File: config.mk
export PLATFORM = sky130hd
export DESIGN_NAME = button_click_hold_detector_flat
export DESIGN_NICKNAME = d
export VERILOG_FILES = /design/src/rtl/core/bchd_pkg.sv /design/src/rtl/core/bchd_if.sv /design/src/rtl/core/button_click_hold_detector.sv /design/src/rtl/core/bchd_cfg.sv /design/src/rtl/core/bchd_core.sv /design/src/rtl/core/bchd_outq.sv /design/src/flat_wrapper.sv
export SDC_FILE = /design/constraint.sdc
export NUM_CORES = 1
export LEC_CHECK = 0
export BUFFER_PORTS_ARGS = -buffer_cell sky130_fd_sc_hd__buf_2
export CORE_ASPECT_RATIO = 0.9
export CORE_MARGIN = 2
export CORE_UTILIZATION = 43
export CTS_BUF_LIST = sky130_fd_sc_hd__clkbuf_8 sky130_fd_sc_hd__clkbuf_16
export CTS_CLUSTER_SIZE = 28
export DETAILED_ROUTE_END_ITERATION = 10
export PLACE_DENSITY = 0.68
export SLEW_MARGIN = 10
export SYNTH_ARGS = -nofsm -noshare
export SYNTH_HDL_FRONTEND = slang
export SYNTH_SLANG_ARGS = --single-unit
export TNS_END_PERCENT = 1
File: constraint.sdc
create_clock -name i_clk -period 4.37 [get_ports i_clk]
set_input_delay 0.2185 -clock i_clk [delete_from_list [all_inputs] [get_ports i_clk]]
set_output_delay 0.2185 -clock i_clk [all_outputs]
set_load 0.03 [all_outputs]
File: src/rtl/core/bchd_pkg.sv
// Shared types, widths and codes for the button click and hold detector.
// No dependencies; every other file of the block imports it.
package bchd_pkg;

    localparam int TICKS_PER_SECOND = 100;
    localparam int PRESCALE_W       = $clog2(TICKS_PER_SECOND + 1);
    localparam logic [PRESCALE_W-1:0] PRESCALE_LAST = PRESCALE_W'(TICKS_PER_SECOND - 1);

    localparam int FUNC_W     = 2;
    localparam int MODE_W     = 2;
    localparam int SECS_W     = 8;
    localparam int EVT_W      = 3;
    localparam int STATE_W    = 3;
    localparam int MASK_W     = 7;
    localparam int LED_W      = 2;
    localparam int TIME_W     = 8;
    localparam int CFG_ADDR_W = 2;
    localparam int CFG_DATA_W = 8;
    localparam int NUM_EV     = 6;

    localparam int EVB_COVERED    = 0;
    localparam int EVB_FREE       = 1;
    localparam int EVB_CLICKED    = 2;
    localparam int EVB_DOUBLE     = 3;
    localparam int EVB_HOLD_START = 4;
    localparam int EVB_HOLD_END   = 5;
    localparam int EVB_FEEDBACK   = 6;

    localparam logic [MASK_W-1:0] RST_EVENT_MASK  = 7'd127;
    localparam logic [TIME_W-1:0] RST_HOLD_TIME   = 8'd100;
    localparam logic [TIME_W-1:0] RST_DCLICK_TIME = 8'd50;

    typedef enum logic [FUNC_W-1:0] {
        FUNC_LEVEL  = 2'd0,
        FUNC_TICK   = 2'd1,
        FUNC_ENABLE = 2'd2,
        FUNC_STATUS = 2'd3
    } t_func;

    typedef enum logic [MODE_W-1:0] {
        MODE_DISABLE = 2'd0,
        MODE_ENABLE  = 2'd1,
        MODE_INVERT  = 2'd2
    } t_mode;

    typedef enum logic [STATE_W-1:0] {
        ST_RELEASED        = 3'd0,
        ST_PRESSED         = 3'd1,
        ST_HOLD            = 3'd2,
        ST_CLICKED         = 3'd3,
        ST_CLICKED_PRESSED = 3'd4
    } t_state;

    typedef enum logic [EVT_W-1:0] {
        EV_NONE       = 3'd0,
        EV_COVERED    = 3'd1,
        EV_FREE       = 3'd2,
        EV_CLICKED    = 3'd3,
        EV_DOUBLE     = 3'd4,
        EV_HOLD_START = 3'd5,
        EV_HOLD_END   = 3'd6
    } t_event;

    typedef enum logic [LED_W-1:0] {
        LED_NONE = 2'd0,
        LED_ON   = 2'd1,
        LED_OFF  = 2'd2
    } t_led;

    typedef enum logic [CFG_ADDR_W-1:0] {
        CFG_EVENT_MASK  = 2'd0,
        CFG_HOLD_TIME   = 2'd1,
        CFG_DCLICK_TIME = 2'd2
    } t_cfg_addr;

    typedef struct packed {
        logic [MASK_W-1:0] event_mask;
        logic [TIME_W-1:0] hold_time;
        logic [TIME_W-1:0] dclick_time;
    } t_cfg;

    typedef struct packed {
        logic [FUNC_W-1:0] func;
        logic              pressed;
        logic [MODE_W-1:0] enable_mode;
        logic [SECS_W-1:0] disable_seconds;
    } t_in_item;

    typedef struct packed {
        t_event            event_code;
        logic              last;
        t_state            button_state;
        logic [MASK_W-1:0] active_mask;
        t_led              led_cmd;
    } t_res;

    typedef struct packed {
        logic [1:0] count;
        t_res       res0;
        t_res       res1;
    } t_res_pair;

    typedef struct packed {
        logic room_one;
        logic room_two;
    } t_q_status;

    function automatic logic [2:0] low_bit(input logic [NUM_EV-1:0] v);
        logic [2:0] idx;
        idx = '0;
        for (int i = NUM_EV - 1; i >= 0; i--) begin
            if (v[i]) begin
                idx = 3'(i);
            end
        end
        return idx;
    endfunction

    function automatic t_event bit_event(input logic [2:0] idx);
        return t_event'(EVT_W'(idx + 3'd1));
    endfunction

endpackage

File: src/rtl/core/bchd_if.sv
// Handshake channels of the detector: input requests, results, register writes.
// Depends on bchd_pkg for field widths.
interface bchd_in_if;
    import bchd_pkg::*;
    logic              valid;
    logic              ready;
    logic [FUNC_W-1:0] func;
    logic              pressed;
    logic [MODE_W-1:0] enable_mode;
    logic [SECS_W-1:0] disable_seconds;
    modport source(output valid, func, pressed, enable_mode, disable_seconds, input ready);
    modport sink(input valid, func, pressed, enable_mode, disable_seconds, output ready);
endinterface

interface bchd_out_if;
    import bchd_pkg::*;
    logic               valid;
    logic               ready;
    logic [EVT_W-1:0]   event_code;
    logic               last;
    logic [STATE_W-1:0] button_state;
    logic [MASK_W-1:0]  active_mask;
    logic [LED_W-1:0]   led_cmd;
    modport source(output valid, event_code, last, button_state, active_mask, led_cmd,
                   input ready);
    modport sink(input valid, event_code, last, button_state, active_mask, led_cmd,
                 output ready);
endinterface

interface bchd_cfg_if;
    import bchd_pkg::*;
    logic                  valid;
    logic                  ready;
    logic [CFG_ADDR_W-1:0] addr;
    logic [CFG_DATA_W-1:0] data;
    modport source(output valid, addr, data, input ready);
    modport sink(input valid, addr, data, output ready);
endinterface

File: src/rtl/core/button_click_hold_detector.sv
// Button click, double-click and hold detector: top level.
// Flow: an accepted request waits in the input register until it fires, is then
// committed to the core state, and its results enter the registered output buffer.
// Throughput: one request per cycle while the buffer has room for its results.
// Reset: synchronous, active low; button released, mask 127, all counters zero.
// Depends on bchd_pkg, bchd_if, bchd_cfg, bchd_core and bchd_outq.
module button_click_hold_detector (
    input  logic       i_clk,
    input  logic       i_rst_n,
    bchd_in_if.sink    i_in,
    bchd_cfg_if.sink   i_cfg,
    bchd_out_if.source o_out
);
    import bchd_pkg::*;

    logic      r_in_valid;
    t_in_item  r_item;
    logic      w_fire;
    t_cfg      w_cfg;
    logic      w_mask_load;
    t_res_pair w_res;
    t_res_pair w_push;
    t_q_status w_q;

    assign w_fire = r_in_valid &&
                    ((w_res.count == 2'd0) ||
                     ((w_res.count == 2'd1) && w_q.room_one) ||
                     w_q.room_two);

    assign i_in.ready = i_rst_n && (!r_in_valid || w_fire);

    always_ff @(posedge i_clk) begin
        if (i_in.valid && i_in.ready) begin
            r_item.func            <= i_in.func;
            r_item.pressed         <= i_in.pressed;
            r_item.enable_mode     <= i_in.enable_mode;
            r_item.disable_seconds <= i_in.disable_seconds;
        end
    end

    always_ff @(posedge i_clk) begin
        if (!i_rst_n) begin
            r_in_valid <= 1'b0;
        end else if (i_in.ready) begin
            r_in_valid <= i_in.valid;
        end
    end

    bchd_cfg u_cfg (
        .i_clk       (i_clk),
        .i_rst_n     (i_rst_n),
        .i_cfg       (i_cfg),
        .o_cfg       (w_cfg),
        .o_mask_load (w_mask_load)
    );

    bchd_core u_core (
        .i_clk       (i_clk),
        .i_rst_n     (i_rst_n),
        .i_item      (r_item),
        .i_fire      (w_fire),
        .i_cfg       (w_cfg),
        .i_mask_load (w_mask_load),
        .o_res       (w_res)
    );

    always_comb begin
        w_push = w_res;
        if (!w_fire) begin
            w_push.count = 2'd0;
        end
    end

    bchd_outq u_outq (
        .i_clk    (i_clk),
        .i_rst_n  (i_rst_n),
        .i_push   (w_push),
        .o_status (w_q),
        .o_out    (o_out)
    );

endmodule

File: src/rtl/core/bchd_cfg.sv
// Configuration registers: event mask, hold time, double-click time.
// Depends on bchd_pkg and bchd_cfg_if.
module bchd_cfg (
    input  logic              i_clk,
    input  logic              i_rst_n,
    bchd_cfg_if.sink          i_cfg,
    output bchd_pkg::t_cfg    o_cfg,
    output logic              o_mask_load
);
    import bchd_pkg::*;

    t_cfg r_cfg;
    t_cfg n_cfg;
    logic r_mask_load;
    logic n_mask_load;
    logic w_wr;

    assign i_cfg.ready = i_rst_n;
    assign w_wr        = i_cfg.valid && i_cfg.ready;

    always_comb begin
        n_cfg       = r_cfg;
        n_mask_load = 1'b0;
        if (w_wr) begin
            case (t_cfg_addr'(i_cfg.addr))
                CFG_EVENT_MASK: begin
                    n_cfg.event_mask = i_cfg.data[MASK_W-1:0];
                    n_mask_load      = 1'b1;
                end
                CFG_HOLD_TIME:   n_cfg.hold_time   = i_cfg.data[TIME_W-1:0];
                CFG_DCLICK_TIME: n_cfg.dclick_time = i_cfg.data[TIME_W-1:0];
                default: ;
            endcase
        end
    end

    always_ff @(posedge i_clk) begin
        if (!i_rst_n) begin
            r_cfg.event_mask  <= RST_EVENT_MASK;
            r_cfg.hold_time   <= RST_HOLD_TIME;
            r_cfg.dclick_time <= RST_DCLICK_TIME;
            r_mask_load       <= 1'b0;
        end else begin
            r_cfg       <= n_cfg;
            r_mask_load <= n_mask_load;
        end
    end

    assign o_cfg       = r_cfg;
    assign o_mask_load = r_mask_load;

endmodule

File: src/rtl/core/bchd_core.sv
// Button state machine, timeout and disable countdown; forms up to two results.
// Depends on bchd_pkg.
module bchd_core (
    input  logic                 i_clk,
    input  logic                 i_rst_n,
    input  bchd_pkg::t_in_item   i_item,
    input  logic                 i_fire,
    input  bchd_pkg::t_cfg       i_cfg,
    input  logic                 i_mask_load,
    output bchd_pkg::t_res_pair  o_res
);
    import bchd_pkg::*;

    t_state                r_state,    n_state;
    logic [MASK_W-1:0]     r_mask,     n_mask;
    logic [TIME_W-1:0]     r_timeout,  n_timeout;
    logic [PRESCALE_W-1:0] r_prescale, n_prescale;
    logic [SECS_W-1:0]     r_disabled, n_disabled;

    logic [NUM_EV-1:0] w_ev;
    logic [NUM_EV-1:0] w_evm;
    logic [NUM_EV-1:0] w_evm_rest;
    t_led              w_led;
    logic              w_status;
    logic              w_enable;
    logic              w_has0;
    logic              w_has1;

    always_comb begin
        n_state    = r_state;
        n_mask     = r_mask;
        n_timeout  = r_timeout;
        n_prescale = r_prescale;
        n_disabled = r_disabled;
        w_ev       = '0;
        w_led      = LED_NONE;
        w_status   = 1'b0;
        w_enable   = 1'b0;
        case (t_func'(i_item.func))
            FUNC_LEVEL: begin
                if (r_mask != '0) begin
                    if (i_item.pressed) begin
                        w_ev[EVB_COVERED] = 1'b1;
                        if (r_mask[EVB_FEEDBACK]) begin
                            w_led = LED_ON;
                        end
                        case (r_state)
                            ST_RELEASED: begin
                                n_state = ST_PRESSED;
                                if (r_mask[EVB_HOLD_START]) begin
                                    n_timeout = i_cfg.hold_time;
                                end
                            end
                            ST_CLICKED: begin
                                n_state   = ST_CLICKED_PRESSED;
                                n_timeout = i_cfg.hold_time;
                            end
                            default: ;
                        endcase
                    end else begin
                        w_ev[EVB_FREE] = 1'b1;
                        if (r_mask[EVB_FEEDBACK]) begin
                            w_led = LED_OFF;
                        end
                        case (r_state)
                            ST_PRESSED: begin
                                if (r_mask[EVB_DOUBLE]) begin
                                    n_state   = ST_CLICKED;
                                    n_timeout = i_cfg.dclick_time;
                                end else begin
                                    n_state           = ST_RELEASED;
                                    w_ev[EVB_CLICKED] = 1'b1;
                                    n_timeout         = '0;
                                end
                            end
                            ST_HOLD: begin
                                n_state            = ST_RELEASED;
                                w_ev[EVB_HOLD_END] = 1'b1;
                            end
                            ST_CLICKED_PRESSED: begin
                                n_state          = ST_RELEASED;
                                w_ev[EVB_DOUBLE] = 1'b1;
                                n_timeout        = '0;
                            end
                            default: ;
                        endcase
                    end
                end
            end
            FUNC_TICK: begin
                if (r_disabled != '0) begin
                    if (r_prescale >= PRESCALE_LAST) begin
                        n_prescale = '0;
                        n_disabled = SECS_W'(r_disabled - 1'b1);
                        if (r_disabled == SECS_W'(1)) begin
                            n_mask = i_cfg.event_mask;
                        end
                    end else begin
                        n_prescale = PRESCALE_W'(r_prescale + 1'b1);
                    end
                end else if (r_timeout != '0) begin
                    n_timeout = TIME_W'(r_timeout - 1'b1);
                    if (r_timeout == TIME_W'(1)) begin
                        case (r_state)
                            ST_PRESSED: begin
                                n_state              = ST_HOLD;
                                w_ev[EVB_HOLD_START] = 1'b1;
                            end
                            ST_CLICKED: begin
                                n_state           = ST_RELEASED;
                                w_ev[EVB_CLICKED] = 1'b1;
                            end
                            ST_CLICKED_PRESSED: begin
                                n_state              = ST_HOLD;
                                w_ev[EVB_CLICKED]    = 1'b1;
                                w_ev[EVB_HOLD_START] = 1'b1;
                            end
                            default: ;
                        endcase
                    end
                end
            end
            FUNC_ENABLE: begin
                w_enable   = (t_mode'(i_item.enable_mode) == MODE_ENABLE) ||
                             ((t_mode'(i_item.enable_mode) == MODE_INVERT) && (r_mask == '0));
                n_disabled = w_enable ? '0 : i_item.disable_seconds;
                n_prescale = '0;
                n_mask     = w_enable ? i_cfg.event_mask : '0;
            end
            FUNC_STATUS: w_status = 1'b1;
            default: ;
        endcase
    end

    assign w_evm      = w_ev & r_mask[NUM_EV-1:0];
    assign w_evm_rest = w_evm & NUM_EV'(w_evm - 1'b1);
    assign w_has0     = |w_evm;
    assign w_has1     = |w_evm_rest;

    always_comb begin
        o_res.res0.event_code   = w_has0 ? bit_event(low_bit(w_evm)) : EV_NONE;
        o_res.res0.last         = !w_has1;
        o_res.res0.button_state = n_state;
        o_res.res0.active_mask  = n_mask;
        o_res.res0.led_cmd      = w_led;
        o_res.res1.event_code   = bit_event(low_bit(w_evm_rest));
        o_res.res1.last         = 1'b1;
        o_res.res1.button_state = n_state;
        o_res.res1.active_mask  = n_mask;
        o_res.res1.led_cmd      = LED_NONE;
        if (w_status) begin
            o_res.count = 2'd1;
        end else if (w_has1) begin
            o_res.count = 2'd2;
        end else if (w_has0 || (w_led != LED_NONE)) begin
            o_res.count = 2'd1;
        end else begin
            o_res.count = 2'd0;
        end
    end

    always_ff @(posedge i_clk) begin
        if (!i_rst_n) begin
            r_state    <= ST_RELEASED;
            r_mask     <= RST_EVENT_MASK;
            r_timeout  <= '0;
            r_prescale <= '0;
            r_disabled <= '0;
        end else begin
            if (i_fire) begin
                r_state    <= n_state;
                r_mask     <= n_mask;
                r_timeout  <= n_timeout;
                r_prescale <= n_prescale;
                r_disabled <= n_disabled;
            end
            if (i_mask_load) begin
                r_mask <= i_cfg.event_mask;
            end
        end
    end

endmodule

File: src/rtl/core/bchd_outq.sv
// Two-entry result buffer that drains one result per cycle, while the output is ready.
// Depends on bchd_pkg and bchd_out_if.
module bchd_outq (
    input  logic                 i_clk,
    input  logic                 i_rst_n,
    input  bchd_pkg::t_res_pair  i_push,
    output bchd_pkg::t_q_status  o_status,
    bchd_out_if.source           o_out
);
    import bchd_pkg::*;

    t_res       r_slot [2];
    t_res       n_slot [2];
    logic [1:0] r_count;
    logic [1:0] n_count;
    logic       w_pop;
    logic [1:0] w_rem;

    assign w_pop = (r_count != 2'd0) && o_out.ready;
    assign w_rem = r_count - {1'b0, w_pop};

    assign o_status.room_one = (w_rem != 2'd2);
    assign o_status.room_two = (w_rem == 2'd0);

    always_comb begin
        n_slot = r_slot;
        if (w_pop) begin
            n_slot[0] = r_slot[1];
        end
        if (i_push.count != 2'd0) begin
            n_slot[w_rem[0]] = i_push.res0;
        end
        if (i_push.count == 2'd2) begin
            n_slot[1] = i_push.res1;
        end
        n_count = w_rem + i_push.count;
    end

    always_ff @(posedge i_clk) begin
        r_slot <= n_slot;
    end

    always_ff @(posedge i_clk) begin
        if (!i_rst_n) begin
            r_count <= '0;
        end else begin
            r_count <= n_count;
        end
    end

    assign o_out.valid        = (r_count != 2'd0);
    assign o_out.event_code   = r_slot[0].event_code;
    assign o_out.last         = r_slot[0].last;
    assign o_out.button_state = r_slot[0].button_state;
    assign o_out.active_mask  = r_slot[0].active_mask;
    assign o_out.led_cmd      = r_slot[0].led_cmd;

endmodule
File: src/flat_wrapper.sv
// flat-port wrapper written by rule: the top's interface ports become plain ports
module button_click_hold_detector_flat import bchd_pkg::*;
  (i_clk, i_rst_n, i_in_valid, i_in_func, i_in_pressed, i_in_enable_mode, i_in_disable_seconds, i_in_ready, i_cfg_valid, i_cfg_addr, i_cfg_data, i_cfg_ready, o_out_valid, o_out_event_code, o_out_last, o_out_button_state, o_out_active_mask, o_out_led_cmd, o_out_ready);
  bchd_in_if i_in_i ();
  bchd_cfg_if i_cfg_i ();
  bchd_out_if o_out_i ();
  input  logic i_clk;
  input  logic i_rst_n;
  input wire logic [$bits(i_in_i.valid)-1:0] i_in_valid;
  input wire logic [$bits(i_in_i.func)-1:0] i_in_func;
  input wire logic [$bits(i_in_i.pressed)-1:0] i_in_pressed;
  input wire logic [$bits(i_in_i.enable_mode)-1:0] i_in_enable_mode;
  input wire logic [$bits(i_in_i.disable_seconds)-1:0] i_in_disable_seconds;
  output wire logic [$bits(i_in_i.ready)-1:0] i_in_ready;
  input wire logic [$bits(i_cfg_i.valid)-1:0] i_cfg_valid;
  input wire logic [$bits(i_cfg_i.addr)-1:0] i_cfg_addr;
  input wire logic [$bits(i_cfg_i.data)-1:0] i_cfg_data;
  output wire logic [$bits(i_cfg_i.ready)-1:0] i_cfg_ready;
  output wire logic [$bits(o_out_i.valid)-1:0] o_out_valid;
  output wire logic [$bits(o_out_i.event_code)-1:0] o_out_event_code;
  output wire logic [$bits(o_out_i.last)-1:0] o_out_last;
  output wire logic [$bits(o_out_i.button_state)-1:0] o_out_button_state;
  output wire logic [$bits(o_out_i.active_mask)-1:0] o_out_active_mask;
  output wire logic [$bits(o_out_i.led_cmd)-1:0] o_out_led_cmd;
  input wire logic [$bits(o_out_i.ready)-1:0] o_out_ready;
  assign i_in_i.valid = i_in_valid;
  assign i_in_i.func = i_in_func;
  assign i_in_i.pressed = i_in_pressed;
  assign i_in_i.enable_mode = i_in_enable_mode;
  assign i_in_i.disable_seconds = i_in_disable_seconds;
  assign i_in_ready = i_in_i.ready;
  assign i_cfg_i.valid = i_cfg_valid;
  assign i_cfg_i.addr = i_cfg_addr;
  assign i_cfg_i.data = i_cfg_data;
  assign i_cfg_ready = i_cfg_i.ready;
  assign o_out_valid = o_out_i.valid;
  assign o_out_event_code = o_out_i.event_code;
  assign o_out_last = o_out_i.last;
  assign o_out_button_state = o_out_i.button_state;
  assign o_out_active_mask = o_out_i.active_mask;
  assign o_out_led_cmd = o_out_i.led_cmd;
  assign o_out_i.ready = o_out_ready;
  button_click_hold_detector u_core (.i_clk(i_clk), .i_rst_n(i_rst_n), .i_in(i_in_i), .i_cfg(i_cfg_i), .o_out(o_out_i));
endmodule
==> metrics.cfg, run 1 <==
[timing]
setup_viol = 0
slew_violations = 0
worstMarginPinSlew_ns = 1.09
fin_crit_ns = 3.92
hold_violations = 0
setup_ws_ns = 0.449
skew_ns = 0.00505
relSlewSlack_pct = 27.1
clock.fmax_ghz = 0.255
rsz0062_at_grt = false
final.period_utilization_pct = 89.7
setup_tns_ns = 0
hold_ws_ns = 0.0421

[detailed_routing]
wl_per_cell_um = 16.2
drt_iter0_markers = 383
ant_nets = 0
avgViaCountPerCell = 5.77
drc = 0
vias = 4700
dr.pass1.iters = 4
finalWirelength_um = 13200

[synthesis]
synth.most_common_cell = nand2_1
synth_top_area_share_pct = 27.9
synthMuxAreaShare_pct = 4.33
synth_ff_type = dfxtp_1
ys_seq_elements = 105
synth_cell_types = 73
netlist_instances = 636
synth_adder_area_share_pct = 3.05
synth_top_family_by_area = compound AO/OA/AOI/OAI gates
synth-simple-area-share_pct = 21.4
syn_area_mm2 = 0.00566
ys_async_sr_fraction_pct = 0
yosys-top-cells-count = nand2_1 (86), dfxtp_1 (79), a21oi_1 (44)
syn_area_per_cell_um2 = 8.90
synth_compound_area_share_pct = 21.6
synth_largest_area_cell = dfxtp_1
ys_warn_count = 0
synth_area_leaders = dfxtp_1 (28%), edfxtp_1 (14%), nand2_1 (5.7%), a21oi_1 (3.9%), mux2_2 (3.2%)
syn_nets = 677
yosysSeqAreaShare_pct = 41.7
synth-edff-count = 26
synth-xor-area-share_pct = 1.39

[die]
fp.dieH_um = 113
core-area_mm2 = 0.0128
ios = 47
die_w_um = 125
start_util_pct = 44.3
num_rows = 39
dieArea_mm2 = 0.0141

[place]
dp_hpwl_um = 9380
io_buffers = 46
gp_congestion = 0.869
pre_cts_ws_ns = 0.524

[power]
p_leak_uw = 0.00235
peakVddDrop_mv = 0.247
finalPower_uw = 2920
powerDensity_mw_per_mm2 = 474

[cts]
ctsHoldBuffers = 0
cts_buffers = 9
cts_resized = 0
clkSinkCount = 105
clk_latency_ns = 0.35
htree_num_levels = 3
cts_buffer_depth = 2
post_cts_buffers = 0
cts_tree = yes
clk_pin_slew_ns = 0.07
root_buffer = clkbuf_16

[worst_setup_path]
cp-start-kind = flip-flop
crit_required_ns = 4.37
critPathArrivalTime_ns = 3.92
path_class = flip-flop to flip-flop
worst-r2r-cell-count = 9
crit_fanout = 15
worstSetupEndpointType = flip-flop

[global_routing]
track_usage_pct = 18.9
overflow = 0
grt_max_degree = 37
grt_pass1_vias = 4396
grt_pass1_wl_um = 22000
antenna_found_initial = 0

[cells_and_area]
final_layout_size_suffix_gt1_share_pct = 15.4
area_growth_pct = 8.98
fillers = 1204
diodes = 0
finalNetCount = 687

[hold_path]
min_path_type = input port to flip-flop
hold_path_depth = 1

[flow_run]
maxCapViolCount = 0

[status]
status = finished clean

[cell usage in the layout, fill, tap and decap left out, types with 5 or more instances in the layout]
cell	netlist	routed
and2_1	9	9
nand2_1	86	86
nand4_1	6	6
a221o_1	9	9
nor2_1	37	37
a211oi_1	7	7
a31oi_1	10	10
nand2b_1	12	12
or3_1	5	5
buf_4	16	5
buf_2	4	46
nor2b_1	6	6
o31ai_1	11	11
inv_1	18	19
clkbuf_16	0	9
or4_1	5	5
a21oi_1	44	44
edfxtp_1	26	26
a221oi_1	5	5
nor3b_1	8	7
mux2i_1	5	5
mux2_2	16	16
ha_1	13	13
nor3_1	10	10
o21ai_0	35	35
dfxtp_1	79	79
a22oi_1	11	11
nand3_1	27	27
xnor2_1	5	5
[state kept, by name, indices dropped and copies added, names as in the netlist]
name / flops
u_core.u_cfg.o_cfg: 23
u_core.u_outq.r_slot: 16
u_core.r_item: 13
u_core.u_core.r_disabled: 8
u_core.u_core.r_timeout: 8
u_core.u_core.r_mask: 7
u_core.u_core.r_prescale: 7
u_core.u_outq.o_out.active_mask: 7
u_core.u_core.r_state: 3
u_core.u_outq.o_out.button_state: 3
u_core.u_outq.o_out.event_code: 3
u_core.u_outq.o_out.led_cmd: 2
u_core.u_outq.r_count: 2
u_core.r_in_valid: 1
u_core.u_cfg.o_mask_load: 1
u_core.u_outq.o_out.last: 1
[cells by family (layout without fill, tap and decap cells)]
group	count (synthesis)	in the layout
adders and majority gates	14	14
and+or+nand+nor	235	235
xor gates and xnor gates	9	9
buffers and inverters	72	87
muxes	22	22
DFF	105	105
AOI/OAI and AO/OA	179	179
[through the flow]
step / util, % / area [um2] / std cells
floorplan: - / 5660 / 636
global route: 48.2 / 6170 / 815
global placement: 45.7 / 5850 / 799
detailed placement: 45.7 / 5850 / 799
finish: 48.2 / 6170 / 815
CTS: 48.2 / 6170 / 815
[path summary, 6_finish.rpt]
check,end,slack [ns],start
setup reg to reg,u_core.u_outq.r_slot[4]$_DFFE_PP_,0.45,u_core.r_item[11]$_DFFE_PP_
hold / removal,u_core.r_item[8]$_DFFE_PP_,0.04,i_in_enable_mode[0]
setup / recovery,u_core.u_outq.r_slot[4]$_DFFE_PP_,0.45,u_core.r_item[11]$_DFFE_PP_
hold reg to reg,u_core.u_core.r_prescale[6]$_SDFFE_PN0P_,0.45,u_core.u_core.r_prescale[6]$_SDFFE_PN0P_
[layout make-up]
cell class                      count  area (um2)  share of cell area (%)
Multi-Input combinational cell    459        2940                    47.6
Clock inverter                      7        95.1                    1.54
Inverter                           20        75.1                    1.22
Timing Repair Buffer               51         268                    4.34
Sequential cell                   105        2360                    38.3
Tap cell                          164         205                    3.33
Clock buffer                        9         225                    3.65
[layer usage]
metal / global-route usage (%) / share of wire (%) / vias to the layer above
met5: 0 / 0 / -
met1: 26.6 / 50 / 2196
met3: 3.59 / 5.0 / 19
met2: 29.5 / 44 / 134
met4: 6.37 / 1.6 / 0
li1: - / - / 2351
[where the power goes]
part           internal [uW]  switching [uW]
clock                    503             368
combinational            317             517
sequential              1130            87.4
[critical path: stages, from the launching register on]
cell and delay (ns):
edfxtp_1 0.43, inv_1 0.10, ha_1 0.45, nor2b_1 0.41, nand3_1 0.40, o211a_1 0.25, o2bb2ai_1 0.33, a211oi_2 0.19
nor2b_1 0.58, inv_1 0.44
Note: power is estimated with default switching activity, not from simulation.
==> run 2, diff against run 1 <==
ABC_AREA = 1   (was default)
PLACE_DENSITY = 0.67   (was 0.68)
==> run 2 against run 1 <==
- die area rose by 6.8%
- synthesized cell count rose by 34%
- combinational power rose by 56%
- utilization fell by 1.2 points
- area after synthesis rose by 7.0%
- global-route usage rose by 1.7 points
- critical endpoint is now u_core.u_outq.r_slot[15]$_DFFE_PP_
- largest cell class unchanged
==> metrics.cfg, run 2 <==
[die]
ios = 47
fp.dieH_um = 117
num_rows = 41
dieArea_mm2 = 0.0151
core-area_mm2 = 0.0139
die_w_um = 129
start_util_pct = 43.6

[cts]
cts_resized = 0
cts_buffer_depth = 2
root_buffer = clkbuf_16
post_cts_buffers = 0
clk_pin_slew_ns = 0.07
cts_buffers = 9
ctsHoldBuffers = 0
clk_latency_ns = 0.36
htree_num_levels = 3
cts_tree = yes
clkSinkCount = 105

[timing]
final.period_utilization_pct = 80.2
relSlewSlack_pct = 26.2
setup_tns_ns = 0
rsz0062_at_grt = false
fin_crit_ns = 3.51
skew_ns = 0.00753
clock.fmax_ghz = 0.285
slew_violations = 0
hold_ws_ns = 0.0330
worstMarginPinSlew_ns = 1.10
setup_viol = 0
hold_violations = 0

[synthesis]
syn_area_per_cell_um2 = 7.08
synth_area_leaders = dfxtp_1 (26%), nand2_1 (14%), edfxtp_1 (13%), nand3_1 (5.9%), o21ai_0 (5.3%)
netlist_instances = 855
ys_warn_count = 0
synth_top_area_share_pct = 26.1
yosys-top-cells-count = nand2_1 (227), nor2_1 (85), dfxtp_1 (79)
synth-edff-count = 26
synth_cell_types = 45
syn_area_mm2 = 0.00606
ys_seq_elements = 105
yosysSeqAreaShare_pct = 39.0
synth.most_common_cell = nand2_1
ys_async_sr_fraction_pct = 0
synth_largest_area_cell = dfxtp_1
syn_nets = 896
synth_ff_type = dfxtp_1

[flow_run]
maxCapViolCount = 0

[global_routing]
antenna_found_initial = 0
grt_pass1_wl_um = 24800
grt_pass1_vias = 4964
grt_max_degree = 48
track_usage_pct = 20.7
overflow = 0

[worst_setup_path]
reg2reg_slack_ns = 0.86
crit_chain = inv_1 > ha_1 > inv_2 > nor2_2 > nand2_1 > nor3_2 > inv_2 > nand3_2 > nor2_2 > nand3_2 > inv_2 > a21oi_4 > nand2_8 > nand3_4 > inv_2 > nor2_2 > inv_2
crit_buf_inv = 6
critPathArrivalTime_ns = 3.57
crit_fanout = 22
r2r-start = u_core.r_item[11]$_DFFE_PP_
timing.rr.end = u_core.u_outq.r_slot[15]$_DFFE_PP_
slowest_delay_ns = 0.42
cp-start-kind = flip-flop
worst-r2r-cell-count = 17
cp_top_family = simple AND/OR/NAND/NOR gates
crit_required_ns = 4.43
path_class = flip-flop to flip-flop
cpMaxStageDelayCell = edfxtp_1
worstSetupEndpointType = flip-flop
path_common_cell = inv_2

[power]
pwr-share-seq_pct = 37.9
powerDensity_mw_per_mm2 = 509
finalPower_uw = 3320
p_int_uw = 1980
peakVddDrop_mv = 0.246
power_frac_comb_pct = 39.1
clkPwrFrac_pct = 23.0
switching_share_pct = 40.3
p_sw_uw = 1340
p_leak_uw = 0.00302

[detailed_routing]
avgViaCountPerCell = 5.18
vias = 5500
drc = 0
dr.pass1.iters = 5
wl_per_cell_um = 13.7
drt_iter0_markers = 392
finalWirelength_um = 14600
ant_nets = 0

[cells_and_area]
finalNonFillerCells = 1062
layout_commonest_cell = nand2_1
final_layout_size_suffix_gt1_share_pct = 11.9
fillers = 1442
largest_reg_flops = 23
finalNetCount = 906
final_cell_mix = nand2_1 (227), nor2_1 (85), dfxtp_1 (79)
diodes = 0
area_growth_pct = 7.93

[hold_path]
worstHoldEndpoint = u_core.r_item[6]$_DFFE_PP_
hold_path_depth = 1
min_path_type = input port to flip-flop
worstHoldStart = i_in_disable_seconds[6]

[place]
io_buffers = 46
gp_congestion = 0.960
dp_hpwl_um = 10400
dp_cells = 1047

[status]
status = finished clean

[run 2: cell count changes after synthesis, sizes merged, moves of 10 or more]
cell / delta
mux2: -17
o21ai: +37
inv: +58
nor2: +52
nand3: +54
nand2: +146
nand4: +13
o31ai: -10
nand2b: -12
[run 2: power groups by stage]
stage | combinational [uW] | clock (uW) | sequential, uW
4_1_cts | 1300 | 785 | 1260
3_3_place_gp | 1290 | 0 | 1280
2_1_floorplan | 1120 | 0 | 1250
6_report | 1300 | 764 | 1260
3_5_place_dp | 1300 | 0 | 1280
5_1_grt | 1470 | 835 | 1280
[run 2: stage by stage]
| step | setup WS [ns] | instance area, um2 | utilization [%] |
|---|---|---|---|
| CTS | 0.885 | 6540 | 47.0 |
| finish | 0.864 | 6540 | 47.0 |
| floorplan | 1.34 | 6060 | - |
| global placement | 1.02 | 6260 | 45.1 |
| global route | 0.499 | 6540 | 47.0 |
| detailed placement | 0.922 | 6260 | 45.1 |
[run 2: worst register-to-register path, cell delays in order, from the launching register on]
cell,delay (ns)
edfxtp_1,0.42
inv_1,0.10
ha_1,0.32
inv_2,0.11
nor2_2,0.16
nand2_1,0.11
nor3_2,0.31
inv_2,0.09
nand3_2,0.12
nor2_2,0.06
nand3_2,0.09
inv_2,0.07
a21oi_4,0.19
nand2_8,0.15
nand3_4,0.24
inv_2,0.07
nor2_2,0.37
inv_2,0.24
[run 2: cell families after synthesis]
family	after synthesis	synth area share, %
DFF	105	39.0
adders and majority gates	13	2.69
xor gates and xnor gates	12	1.74
and+or+nand+nor	441	32.4
buffers and inverters	131	9.94
muxes	3	0.496
AOI/OAI and AO/OA	150	13.7
[run 2: metal layers]
layer / GRT usage, % / vias up / part of all wire, %
met2: 31.4 / 145 / 43
li1: - / 2839 / -
met5: 0 / - / 0
met4: 6.01 / 0 / 1.6
met1: 28.9 / 2492 / 49
met3: 5.54 / 24 / 5.9
[run 2: area by class of cell]
| cell class | count | area, um2 | share of cell area (%) |
|---|---|---|---|
| inverters | 78 | 293 | 4.48 |
| multi-input cells | 619 | 3090 | 47.3 |
| clock buffers | 11 | 253 | 3.87 |
| clock inverters | 4 | 20.0 | 0.306 |
| repair buffers | 52 | 275 | 4.21 |
| well taps | 193 | 241 | 3.69 |
| flip-flops and latches | 105 | 2360 | 36.1 |
[run 2: worst max path at each step]
stage | start | end | slack, ns | cells after the start
2_1_floorplan | u_core.u_outq.r_count[0]$_SDFF_PN0_ | u_core.r_item[0]$_DFFE_PP_ | 1.34 | 10
3_3_place_gp | u_core.r_item[11]$_DFFE_PP_ | u_core.u_outq.r_slot[8]$_DFFE_PP_ | 1.02 | 17
3_5_place_dp | u_core.r_item[11]$_DFFE_PP_ | u_core.u_outq.r_slot[8]$_DFFE_PP_ | 0.92 | 17
4_1_cts | u_core.r_item[11]$_DFFE_PP_ | u_core.u_outq.r_slot[15]$_DFFE_PP_ | 0.89 | 17
5_1_grt | u_core.r_item[11]$_DFFE_PP_ | u_core.u_outq.r_slot[15]$_DFFE_PP_ | 0.50 | 17
6_report | u_core.r_item[11]$_DFFE_PP_ | u_core.u_outq.r_slot[15]$_DFFE_PP_ | 0.86 | 17
==> run 3, diff against run 2 <==
PLACE_DENSITY = 0.7   (was 0.67)
clock period = 3 ns   (was 4.37 ns; I/O delays follow)
==> run 3 against run 2 <==
- wire length is essentially flat
- worst setup slack lost 0.64 ns
- largest power group unchanged
- die area is the same
- first-iteration DRC count grew 6.4%
- critical path type is now flip-flop to output port
- non-clock buffer count grew 29
- highest routed layer unchanged
==> metrics.cfg, run 3 (same netlist as run 2, synthesis figures left out) <==
[cts]
post_cts_buffers = 0
cts_buffers = 9
clk_pin_slew_ns = 0.07
root_buffer = clkbuf_16
htree_num_levels = 3
cts_tree = yes
clk_latency_ns = 0.35
cts_buffer_depth = 2
clkSinkCount = 105

[timing]
final.period_utilization_pct = 92.5
fin_crit_ns = 2.77
clock.fmax_ghz = 0.361
setup_tns_ns = 0
hold_violations = 0
setup_viol = 0
rsz0062_at_grt = true
skew_ns = 0.00539
relSlewSlack_pct = 50.4
worstMarginPinSlew_ns = 0.740
slew_violations = 0

[global_routing]
overflow = 0
track_usage_pct = 20.2
grt_max_degree = 31
grt_pass1_wl_um = 24600
antenna_found_initial = 0
grt_pass1_vias = 5062

[worst_setup_path]
reg2reg_slack_ns = 0.23
crit_required_ns = 2.85
cp-start-kind = flip-flop
worstSetupEndpointType = output port
critPathArrivalTime_ns = 2.62
timing.rr.end = u_core.u_outq.r_slot[15]$_DFFE_PP_
r2r-start = u_core.u_core.r_disabled[0]$_SDFFE_PN0P_
worst-r2r-cell-count = 17
path_class = flip-flop to output port
critPathCapture = i_in_ready
crit_path_start = u_core.r_item[11]$_DFFE_PP_
crit_fanout = 4

[detailed_routing]
dr.pass1.iters = 5
drt_iter0_markers = 417
avgViaCountPerCell = 5.09
ant_nets = 0
vias = 5562
finalWirelength_um = 14600
wl_per_cell_um = 13.4
drc = 0

[die]
start_util_pct = 43.6
fp.dieH_um = 117
die_w_um = 129
core-area_mm2 = 0.0139
dieArea_mm2 = 0.0151
num_rows = 41
ios = 47

[power]
p_leak_uw = 0.00316
peakVddDrop_mv = 0.363
powerDensity_mw_per_mm2 = 730

[status]
status = finished clean

[cells_and_area]
final_layout_size_suffix_gt1_share_pct = 13.7
final_cell_mix = nand2_1 (227), nor2_1 (83), dfxtp_1 (79)
utilization_pct = 49.1
diodes = 0
finalNetCount = 935
area_growth_pct = 12.8
largest_reg_flops = 23
layout_commonest_cell = nand2_1
fillers = 1387

[hold_path]
hold_path_depth = 3
min_path_type = input port to flip-flop

[place]
gp_congestion = 0.936
io_buffers = 46
dp_hpwl_um = 10500

[flow_run]
maxCapViolCount = 0

==> run 3: cell count changes in the layout (fill, tap and decap cells not counted), sizes merged <==
cell and delta:
clkinv +3, bufinv +1, inv -2, dlygate4sd3 +13, buf +16, clkbuf -1
==> run 3: metal layers <==
metal	global-route usage [%]	routed length (um)
met4	7.61	398
met1	28.0	7170
met3	3.80	724
met5	0	0
met2	31.3	6290
==> run 3: worst min-delay path by stage <==
| stage | start | end | slack, ns |
|---|---|---|---|
| 2_1_floorplan | i_in_disable_seconds[0] | u_core.r_item[0]$_DFFE_PP_ | 0.25 |
| 3_3_place_gp | i_in_disable_seconds[3] | u_core.r_item[3]$_DFFE_PP_ | 0.33 |
| 3_5_place_dp | i_in_disable_seconds[2] | u_core.r_item[2]$_DFFE_PP_ | 0.33 |
| 4_1_cts | i_cfg_data[7] | u_core.u_cfg.o_cfg[7]$_SDFFE_PN0P_ | 0.03 |
| 5_1_grt | i_cfg_data[2] | u_core.u_cfg.o_cfg[10]$_SDFFE_PN1P_ | 0.06 |
| 6_report | i_cfg_data[7] | u_core.u_cfg.o_cfg[7]$_SDFFE_PN0P_ | 0.04 |
==> run 3: report_power, final <==
group	leakage, uW	switching, uW	internal (uW)
Combinational	0.00212	1310	655
Sequential	0.000894	141	1680
Clock	0.000152	535	666
==> run 3: layout make-up <==
cell class	count	area [um2]	share of cell area, %
inverter	78	293	4.29
timing repair buffer	81	533	7.80
clock inverter	6	57.6	0.842
sequential	105	2360	34.6
clock buffer	10	239	3.50
multi-input combinational	619	3110	45.5
tap	193	241	3.53
==> run 3: critical path, stage by stage (launching register included) <==
cell	delay [ns]
edfxtp_1	0.42
inv_1	0.11
ha_2	0.21
inv_2	0.08
nor2_4	0.12
nand2_1	0.09
nor3_2	0.18
inv_2	0.08
nand3_2	0.11
nor2_2	0.05
nand3_2	0.09
inv_2	0.07
a21oi_4	0.19
nand3_1	0.14
nand2_1	0.13
inv_1	0.05
buf_2	0.17
==> run 3: per-stage QoR <==
step	power (uW)	instance area, um2	worst slack [ns]	cells	hold slack [ns]
after detailed placement	3780	6390	0.151	1063	0.328
after CTS	5000	6810	0.132	1092	0.0317
final	4990	6830	0.226	1092	0.0446
after global routing	5350	6830	-0.0368	1092	0.0589
after global placement	3770	6390	0.217	1063	0.327
after floorplan	3460	6060	-0.0282	855	0.249
==> run 3: repair_timing <==
| item | in CTS | in global routing |
|---|---|---|
| setup endpoints to repair | 0 | 40 |
| gates resized for setup | 0 | 5 |
| hold endpoints to repair | 13 | 0 |
| hold buffers | 13 | 0 |
